===== config.mk =====
export PLATFORM = sky130hd
export DESIGN_NAME = text_console_cursor_writer
export DESIGN_NICKNAME = d
export VERILOG_FILES = /design/src/rtl/core/tccw_pkg.sv /design/src/rtl/core/text_console_cursor_writer.sv
export SDC_FILE = /design/constraint.sdc
export NUM_CORES = 1
export LEC_CHECK = 0
export BUFFER_PORTS_ARGS = -buffer_cell sky130_fd_sc_hd__buf_2
export CORE_MARGIN = 2
export CORE_UTILIZATION = 39
export CTS_CLUSTER_SIZE = 24
export DETAILED_ROUTE_END_ITERATION = 7
export PLACE_DENSITY_LB_ADDON = 0.1
export RECOVER_POWER = 25
export SYNTH_ARGS = -nofsm -noshare
export SYNTH_HDL_FRONTEND = slang
export SYNTH_SLANG_ARGS = --single-unit

===== constraint.sdc =====
create_clock -name clk -period 5.1 [get_ports clk]
set_clock_uncertainty 0.05 [all_clocks]
set_input_delay 0 -clock clk [delete_from_list [all_inputs] [get_ports clk]]
set_output_delay 0 -clock clk [all_outputs]
set_load 0.05 [all_outputs]

===== src/rtl/core/tccw_pkg.sv =====
// shared types and constants of the text console cursor writer
package tccw_pkg;

  // screen geometry defaults
  localparam int unsigned COLUMNS_DEF = 80;
  localparam int unsigned ROWS_DEF    = 25;

  // field widths
  localparam int unsigned KIND_W  = 2;
  localparam int unsigned CHAR_W  = 8;
  localparam int unsigned ATTR_W  = 8;
  localparam int unsigned ADDR_W  = 11;
  localparam int unsigned CELL_W  = ATTR_W + CHAR_W;

  // result word: write, address, cell, clear, cursor
  localparam int unsigned OUT_RAW_W  = 1 + ADDR_W + CELL_W + 1 + ADDR_W;
  localparam int unsigned OUT_DATA_W = ((OUT_RAW_W + 7) / 8) * 8;

  // character codes and register reset
  localparam logic [CHAR_W-1:0] CH_NEWLINE = 8'h0A;
  localparam logic [CHAR_W-1:0] CH_BLANK   = 8'h00;
  localparam logic [ATTR_W-1:0] ATTR_RESET = 8'h0F;

  typedef enum logic [KIND_W-1:0] {
    KIND_CHAR      = 2'd0,
    KIND_BACKSPACE = 2'd1,
    KIND_CLEAR     = 2'd2
  } kind_t;

endpackage


===== src/rtl/core/text_console_cursor_writer.sv =====
// text console cursor writer: cursor tracking and cell write generation
//
// keeps the cursor row and column of a ROWS x COLUMNS text screen and turns each
// input word (a character, a backspace or a clear command, selected by in_tuser)
// into one result word: an optional attribute:character cell write, a request to
// blank the whole screen and the new cursor cell index. a printable character is
// written at the cursor and the cursor advances, wrapping at the end of a row;
// a newline goes to column 0 of the next row; stepping past the last row asks
// for a clear and homes the cursor. a backspace steps back (staying put at home)
// and writes a blank cell there. the attribute byte comes from the cfg port,
// which is always ready and should only be written while the block is idle.
// throughput is one word per cycle unless out_tready low holds a waiting result;
// each word passes an input register, then the result register. the cursor
// update is a loop around the cursor registers, so consecutive words need no
// stall. the output register lets a new word enter while a finished result waits.
module text_console_cursor_writer #(
  parameter int unsigned COLUMNS = tccw_pkg::COLUMNS_DEF,
  parameter int unsigned ROWS    = tccw_pkg::ROWS_DEF
) (
  input  logic                            clk,
  input  logic                            rst_n,
  // configuration write
  input  logic                            cfg_valid,
  output logic                            cfg_ready,
  input  logic [tccw_pkg::ATTR_W-1:0]     cfg_data,    // text_attribute
  // input stream
  input  logic                            in_tvalid,
  output logic                            in_tready,
  input  logic [tccw_pkg::CHAR_W-1:0]     in_tdata,    // char_code
  input  logic [tccw_pkg::KIND_W-1:0]     in_tuser,    // kind
  // result stream
  output logic                            out_tvalid,
  input  logic                            out_tready,
  // cell_write [0], cell_address [11:1], cell_data [27:12],
  // clear_screen [28], cursor_position [39:29]
  output logic [tccw_pkg::OUT_DATA_W-1:0] out_tdata
);
  import tccw_pkg::*;

  localparam int unsigned COL_W  = (COLUMNS > 1) ? $clog2(COLUMNS) : 1;
  localparam int unsigned ROW_W  = (ROWS > 1) ? $clog2(ROWS) : 1;
  localparam int unsigned IDX_W  = ROW_W + COL_W;
  localparam int unsigned WIDE_W = (IDX_W > ADDR_W) ? IDX_W : ADDR_W;
  localparam logic [COL_W-1:0] COL_LAST = COL_W'(COLUMNS - 1);
  localparam logic [ROW_W-1:0] ROW_LAST = ROW_W'(ROWS - 1);

  // configuration
  logic [ATTR_W-1:0] attr_r;

  // input register
  logic              s1_valid_r;
  kind_t             kind_r;
  logic [CHAR_W-1:0] char_r;

  // cursor state
  logic [ROW_W-1:0]  row_r, row_nxt;
  logic [COL_W-1:0]  col_r, col_nxt;

  // result register
  logic                  out_valid_r;
  logic [OUT_DATA_W-1:0] out_tdata_r;

  // result fields
  logic              wr;
  logic              clr;
  logic              row_step;
  logic [ADDR_W-1:0] cur_idx;
  logic [ADDR_W-1:0] new_idx;
  logic [ADDR_W-1:0] addr;
  logic [CELL_W-1:0] cell_val;

  logic adv;

  // row*COLUMNS+col, kept to the address width
  function automatic logic [ADDR_W-1:0] cell_index(input logic [ROW_W-1:0] r,
                                                   input logic [COL_W-1:0] c);
    logic [WIDE_W-1:0] full;
    full = WIDE_W'(r) * WIDE_W'(COLUMNS) + WIDE_W'(c);
    return full[ADDR_W-1:0];
  endfunction

  // handshakes
  assign cfg_ready  = 1'b1;
  assign adv        = s1_valid_r && (!out_valid_r || out_tready);
  assign in_tready  = !s1_valid_r || adv;
  assign out_tvalid = out_valid_r;
  assign out_tdata  = out_tdata_r;

  // cursor step and cell write
  always_comb begin
    row_nxt  = row_r;
    col_nxt  = col_r;
    wr       = 1'b0;
    clr      = 1'b0;
    row_step = 1'b0;
    cell_val = '0;
    unique case (kind_r)
      KIND_CHAR: begin
        if (char_r == CH_NEWLINE) begin
          col_nxt  = '0;
          row_step = 1'b1;
        end else begin
          wr       = 1'b1;
          cell_val = {attr_r, char_r};
          if (col_r == COL_LAST) begin
            col_nxt  = '0;
            row_step = 1'b1;
          end else begin
            col_nxt = col_r + COL_W'(1);
          end
        end
        // moving below the last row blanks the screen and homes the cursor
        if (row_step) begin
          if (row_r == ROW_LAST) begin
            row_nxt = '0;
            col_nxt = '0;
            clr     = 1'b1;
          end else begin
            row_nxt = row_r + ROW_W'(1);
          end
        end
      end
      KIND_BACKSPACE: begin
        if (col_r != '0) begin
          col_nxt = col_r - COL_W'(1);
        end else if (row_r != '0) begin
          row_nxt = row_r - ROW_W'(1);
          col_nxt = COL_LAST;
        end
        wr       = 1'b1;
        cell_val = {attr_r, CH_BLANK};
      end
      KIND_CLEAR: begin
        row_nxt = '0;
        col_nxt = '0;
        clr     = 1'b1;
      end
      default: begin
      end
    endcase
  end

  assign cur_idx = cell_index(row_r, col_r);
  assign new_idx = cell_index(row_nxt, col_nxt);

  // a character writes at the old cursor, a backspace at the new one
  always_comb begin
    if (!wr) begin
      addr = '0;
    end else if (kind_r == KIND_BACKSPACE) begin
      addr = new_idx;
    end else begin
      addr = cur_idx;
    end
  end

  // control registers
  always_ff @(posedge clk) begin
    if (!rst_n) begin
      attr_r      <= ATTR_RESET;
      s1_valid_r  <= 1'b0;
      out_valid_r <= 1'b0;
      row_r       <= '0;
      col_r       <= '0;
    end else begin
      if (cfg_valid && cfg_ready) begin
        attr_r <= cfg_data;
      end
      if (in_tready) begin
        s1_valid_r <= in_tvalid;
      end
      if (adv) begin
        out_valid_r <= 1'b1;
        row_r       <= row_nxt;
        col_r       <= col_nxt;
      end else if (out_tready) begin
        out_valid_r <= 1'b0;
      end
    end
  end

  // payload registers
  always_ff @(posedge clk) begin
    if (in_tready) begin
      kind_r <= kind_t'(in_tuser);
      char_r <= in_tdata;
    end
    if (adv) begin
      out_tdata_r <= OUT_DATA_W'({new_idx, clr, cell_val, addr, wr});
    end
  end

  // result cursor field follows the cursor registers
  a_cursor_matches: assert property (@(posedge clk) disable iff (!rst_n)
    adv |=> (out_tdata_r[OUT_RAW_W-1 -: ADDR_W] == cur_idx))
    else $error("result cursor differs from cursor registers");

  // a clear command yields a clear request, no write and a homed cursor
  a_clear_homes: assert property (@(posedge clk) disable iff (!rst_n)
    (adv && kind_r == KIND_CLEAR) |=>
      (out_tdata_r[1 + ADDR_W + CELL_W] && !out_tdata_r[0] &&
       out_tdata_r[OUT_RAW_W-1 -: ADDR_W] == '0))
    else $error("clear command did not home the cursor");

  // any clear request leaves the cursor at home
  a_clear_at_home: assert property (@(posedge clk) disable iff (!rst_n)
    (out_valid_r && out_tdata_r[1 + ADDR_W + CELL_W]) |->
      (out_tdata_r[OUT_RAW_W-1 -: ADDR_W] == '0))
    else $error("clear request with cursor away from home");

  // an empty output stage never blocks the input
  a_ready_when_empty: assert property (@(posedge clk) disable iff (!rst_n)
    !out_valid_r |-> in_tready)
    else $error("input stalled with empty output register");

endmodule

==> impl_metrics.toml, run 1 <==
[route]
drtAntennaViolNets = 0
wl_per_cell_um = 15.2
drt-total-wl_um = 9280
viasPerCell = 5.11
dr.pass1.iters = 4
drt-initial-drc-count = 213
drc = 0
dr_total_vias = 3110

[global_routing]
grt_pass1_wl_um = 15100
antenna_found_initial = 0
grt_usage_pct = 17.3
grt-ovfl-total = 0
grt_max_degree = 51
grt_pass1_vias = 2969

[floorplan]
initial_utilization_pct = 40.0
dieArea_um2 = 11300
die_w_um = 106
num_rows = 37
core_area_um2 = 10200
io_pins = 66
die_h_um = 106

[min_path]
hold_path.class = "in2reg"
worstHoldStart = "cfg_valid"

[sta]
finalSetupTns_ns = 0
tightestPinTransition_ns = 1.01
drv_slew = 0
period_share_pct = 83.0
rsz0062_at_grt = "false"
fmax_mhz = 236
relSlewSlack_pct = 32.5
finalHoldViolCount = 0
setup_viol = 0
fin_crit_ns = 4.24

[cells_and_area]
syn2layout_area_growth_pct = 22.4
diodes = 0
fill_cells = 973
multi_input_area_um2 = 2010
drive_above_1_share_pct = 15.4
ff_latch_area_um2 = 1940
nets = 519

[yosys]
syn_nets = 432
synth-edff-count = 50
yosys-top-cells-area = "edfxtp_1, dfxtp_1, ha_1"
synth-seq-cells = 72
yosys.area.top_type = "edfxtp_1"
syn_area_um2 = 4090
syn_inst = 381
synth_top_area_share_pct = 36.7
synthArstFlopShare_pct = 0
yosysSeqAreaShare_pct = 47.5
yosysWarnings = 0
synth.distinct_cells = 69
syn_area_per_cell_um2 = 10.7
synth_ff_type = "edfxtp_1"

[placement]
dp_hpwl_um = 6370
place.gp.congestion = 0.867
io_buffers = 64

[power]
seqPwrFrac_pct = 44.2
p_int_mw = 1.11
peakVddDrop_uv = 137
p_clk_share_pct = 35.3
power_density_nw_per_um2 = 312
swShare_pct = 29.0
p_switching_mw = 0.452
p_total_mw = 1.56
p_comb_share_pct = 20.5
p_leak_nw = 2.06

[flow_run]
drv_cap = 0

[clock_tree]
cts_buffers = 9
clock_sinks = 72
cts_max_level = 3
root_buffer = "clkbuf_8"
cts_tree = "done"
cts_resized = 0
clock_latency_ns = 0.36
clk_pin_slew_ns = 0.08
clock_path_buffers = 2

[setup_path]
worstPathRequired_ns = 5.17
end_kind = "flop"
critPathKind = "reg2reg"
cp.arrival_ns = 4.31
crit_path_start_kind = "flop"
critPathLaunch = "col_r[1]$_SDFFE_PN0P_"
r2r_start = "col_r[1]$_SDFFE_PN0P_"
cp_max_fo = 7

[status]
outcome = "finished, final reports clean"
-- cell usage after synthesis, types with 4 or more instances --
| master | count |
|---|---|
| and3_1 | 4 |
| fa_1 | 4 |
| nand3_1 | 6 |
| mux2i_1 | 11 |
| ha_1 | 24 |
| a21oi_1 | 14 |
| inv_1 | 11 |
| clkbuf_1 | 13 |
| and2_1 | 19 |
| a22o_1 | 6 |
| xor2_1 | 8 |
| xnor2_1 | 5 |
| o21ai_0 | 19 |
| o21ai_1 | 5 |
| nor2b_1 | 11 |
| dfxtp_1 | 22 |
| o31ai_1 | 4 |
| a21o_1 | 7 |
| nor2_1 | 19 |
| nand2_1 | 43 |
| o211ai_1 | 4 |
| edfxtp_1 | 50 |
| nand2b_1 | 5 |
-- state kept, by name, summed over array words and instances (netlist names) --
signal / flops
out_tdata: 40
attr_r: 8
char_r: 8
col_r: 7
row_r: 5
kind_r: 2
out_tvalid: 1
s1_valid_r: 1
-- repair_timing --
action | 4_1_cts | 5_1_grt
hold buffers | 28 | 0
endpoints found under the hold margin | 20 | 0
setup buffers | 0 | 0
-- final cells by class --
cell class / instances / area share [%]
Clock buffer: 10 / 2.55
Clock inverter: 6 / 2.30
Inverter: 11 / 0.825
Multi-Input combinational cell: 277 / 40.1
Sequential cell: 72 / 38.8
Tap cell: 136 / 3.40
Timing Repair Buffer: 97 / 12.1
-- worst paths after layout --
check	endpoint	slack [ns]	depth (start not counted)
max reg2reg	out_tdata[11]$_SDFFCE_PN0P_	0.86	16
max	out_tdata[11]$_SDFFCE_PN0P_	0.86	16
min reg2reg	attr_r[6]$_SDFFE_PN0P_	0.47	2
min	attr_r[7]$_SDFFE_PN0P_	0.03	3
-- logic make-up (layout without fill, tap and decap cells) --
group / count (synthesis) / after routing / synth area share, %
adder cells (fa/ha/maj): 28 / 28 / 9.30
AND/OR/NAND/NOR: 127 / 127 / 16.9
XOR/XNOR: 13 / 13 / 2.78
other: 1 / 1 / 0.0917
buffers and inverters: 32 / 124 / 3.49
multiplexers: 14 / 14 / 3.52
flip-flops: 72 / 72 / 47.5
AO/OA/AOI/OAI: 94 / 94 / 16.5
-- worst max-delay path, stage by stage, from the launching register on --
cell       delay [ns]
dfxtp_1          0.36
inv_1            0.15
ha_1             0.20
nor2b_1          0.40
and2_1           0.37
nand2_1          0.11
mux2i_1          0.13
o2bb2ai_1        0.30
ha_1             0.21
ha_1             0.17
inv_1            0.05
fa_1             0.40
or2_2            0.30
o21a_1           0.11
o32ai_1          0.30
xor2_1           0.12
a22o_1           0.24
-- metal layers --
| layer | global-route usage, % | share of wire, % | vias to the layer above |
|---|---|---|---|
| li1 | - | - | 1564 |
| met1 | 23.3 | 47 | 1459 |
| met2 | 27.2 | 46 | 74 |
| met3 | 3.43 | 4.8 | 13 |
| met4 | 7.51 | 1.9 | 0 |
| met5 | 0 | 0 | - |
-- per-stage QoR --
stage / cell area [µm²] / util, % / setup slack (ns) / instances / hold slack [ns]
after CTS: 5040 / 49.3 / 0.878 / 609 / 0.0191
after floorplan: 4090 / - / 1.31 / 381 / 0.0489
final: 5010 / 48.9 / 0.865 / 609 / 0.0319
after global routing: 5010 / 48.9 / 0.586 / 609 / 0.0291
after global placement: 4520 / 44.1 / 0.924 / 565 / 0.127
after detailed placement: 4520 / 44.1 / 0.890 / 565 / 0.128
-- power groups by stage --
stage | combinational (mW) | sequential [mW] | clock (mW)
after CTS | 0.323 | 0.690 | 0.562
after global routing | 0.348 | 0.695 | 0.583
final | 0.319 | 0.690 | 0.551
after global placement | 0.305 | 0.702 | 0
after floorplan | 0.174 | 0.763 | 0
after detailed placement | 0.303 | 0.703 | 0
-- cell usage in the layout (no fill, tap or decap), types with 5 or more instances in the layout --
master and count:
a21o_1 7, a21oi_1 14, a22o_1 6, and2_1 19, buf_2 38, buf_4 5, clkbuf_1 27, clkbuf_8 9
dfxtp_1 22, dlygate4sd3_1 28, edfxtp_1 50, ha_1 24, inv_1 10, mux2i_1 11, nand2_1 43, nand2b_1 5
nand3_1 6, nor2_1 19, nor2b_1 11, o21ai_0 19, o21ai_1 5, xnor2_1 5, xor2_1 8
Power figures use the tool's default switching activity.
==> run 2: changes to the inputs <==
==> constraint.sdc (replaced) <==
create_clock -name clk -period 3.4 [get_ports clk]
set_clock_uncertainty 0.05 [all_clocks]
set_input_delay 0 -clock clk [delete_from_list [all_inputs] [get_ports clk]]
set_output_delay 0 -clock clk [all_outputs]
set_load 0.05 [all_outputs]
==> run 2 against run 1 <==
Effect of this change: the run now ends with setup timing left; fmax increased by 15%; clock power is 14% higher; sequential share of layout area fell by 4.3 points; cell area grew 13%; non-clock buffer count up 77; total power rose by 45%; final cell count rose by 13%.
==> impl_metrics.toml, run 2 (synthesis gave the netlist of run 1 again) <==
[status]
outcome = "finished, violations left"
failed_checks = "setup timing"

[cells_and_area]
syn2layout_area_growth_pct = 37.9
largest_register_ff_count = 40
nets = 596
diodes = 0
final_cell_mix = "buf_4, edfxtp_1, nand2_1, buf_2, dlygate4sd3_1"
drive_above_1_share_pct = 32.2
fill_cells = 934
final_common_cell = "buf_4"

[placement]
io_buffers = 64
place.gp.congestion = 0.975
dp_hpwl_um = 7570

[floorplan]
initial_utilization_pct = 40.0
die_w_um = 106
num_rows = 37
die_h_um = 106
io_pins = 66
core_area_um2 = 10200
dieArea_um2 = 11300

[power]
power_density_nw_per_um2 = 402
peakVddDrop_uv = 202
p_leak_nw = 2.45
p_total_mw = 2.27

[route]
viasPerCell = 5.01
m1WireLength_um = 4860
drt-total-wl_um = 10700
dr.pass1.iters = 4
wl_per_cell_um = 15.6
dr.max_layer_used = "met4"
drtAntennaViolNets = 0
dr_total_vias = 3440
drt-initial-drc-count = 152
wl_met2_um = 5110
drc = 0
wl_met3_um = 458

[flow_run]
drv_cap = 0

[min_path]
hold_path.class = "in2reg"
worstHoldStart = "cfg_valid"

[sta]
setup_viol = 5
fmax_mhz = 272
layout_setup_ws_ns = -0.274
tightestPinTransition_ns = 0.859
relSlewSlack_pct = 42.5
finalHoldViolCount = 0
drv_slew = 0
rsz0062_at_grt = "true"
fin_crit_ns = 3.67
whs_ns = 0.0380
period_share_pct = 108

[global_routing]
grt_pass1_vias = 3399
grt-ovfl-total = 0
antenna_found_initial = 0
grt_pass1_wl_um = 17200
grt_usage_pct = 19.8
grt_max_degree = 25

[clock_tree]
clock_path_buffers = 2
cts_max_level = 3
cts_tree = "done"
clk_pin_slew_ns = 0.08
cts_buffers = 9
clock_sinks = 72
root_buffer = "clkbuf_8"
clock_latency_ns = 0.37

[setup_path]
worstPathRequired_ns = 3.48
crit_path_max_incr_delay_ns = 0.44
critical_path.most_common_cell = "ha_1"
critPathKind = "reg2reg"
cp_max_fo = 4
critPathLaunch = "col_r[1]$_SDFFE_PN0P_"
crit_slowest_cell = "fa_2"
end_kind = "flop"
critical_path.cell_chain = "ha_1 > nand3_2 > a2bb2oi_4 > buf_4 > o31ai_1 > a221o_1 > ha_1 > ha_2 > inv_2 > fa_2 > nand3b_1 > a21oi_2 > o32ai_2 > xor2_1 > a22o_1"
crit_path_start_kind = "flop"
cp.arrival_ns = 3.75
r2r_start = "col_r[1]$_SDFFE_PN0P_"
-- run 2: cell types whose count changed in the layout (fill, tap and decap cells not counted), moves of 3 or more --
cell,delta
bufinv_16,-3
dfxtp_2,+4
o21ai_0,-3
buf_4,+77
dfxtp_1,-4
-- run 2: critical path, delay by kind of cell (launching register included) --
family / cells / cell delay, ns
compound gates: 6 / 1.16
fa+ha+maj: 4 / 1.08
simple gates: 2 / 0.38
flops: 1 / 0.37
buf+inv: 2 / 0.22
xor+xnor: 1 / 0.18
-- run 2: per-layer routing --
metal  track usage (%)  vias to the layer above
li1                  -                     1711
met1              26.2                     1619
met2              32.3                       94
met3              2.76                       16
met4              8.91                        0
met5                 0                        -
-- run 2: final timing paths --
kind                                 endpoint  slack [ns]  depth (start not counted)
setup reg to reg  out_tdata[11]$_SDFFCE_PN0P_       -0.27                         15
hold reg to reg        attr_r[4]$_SDFFE_PN0P_        0.46                          2
setup / recovery  out_tdata[11]$_SDFFCE_PN0P_       -0.27                         15
hold / removal         attr_r[4]$_SDFFE_PN0P_        0.04                          3
-- run 2: repair_timing --
item	CTS	global route
buffers inserted	9	2
hold buffers	26	0
setup endpoints to repair	4	8
gates resized for setup	9	6
hold endpoints to repair	20	0
pin swaps	5	4
-- run 2: report_power, final --
| part | switching [mW] | internal (mW) |
|---|---|---|
| clock | 0.362 | 0.267 |
| sequential | 0.0249 | 0.999 |
| combinational | 0.350 | 0.263 |
| total | 0.737 | 1.53 |
-- run 2: area by class of cell --
class / count / area, µm² / area share [%]
Inverter: 11 / 41.3 / 0.732
Tap cell: 136 / 170 / 3.02
Clock buffer: 10 / 128 / 2.26
Multi-Input combinational cell: 277 / 2120 / 37.6
Clock inverter: 6 / 46.3 / 0.821
Timing Repair Buffer: 174 / 1190 / 21.1
Sequential cell: 72 / 1950 / 34.5
-- run 2: metrics by stage --
stage / setup TNS [ns] / cells / utilization [%] / instance area, µm² / setup WS (ns)
floorplan: -0.188 / 381 / - / 4160 / -0.188
global placement: -0.467 / 633 / 49.8 / 5090 / -0.203
detailed placement: -0.755 / 633 / 49.8 / 5090 / -0.294
CTS: -0.959 / 684 / 55.0 / 5630 / -0.269
global route: -1.96 / 686 / 55.1 / 5640 / -0.455
finish: -1.02 / 686 / 55.1 / 5640 / -0.274
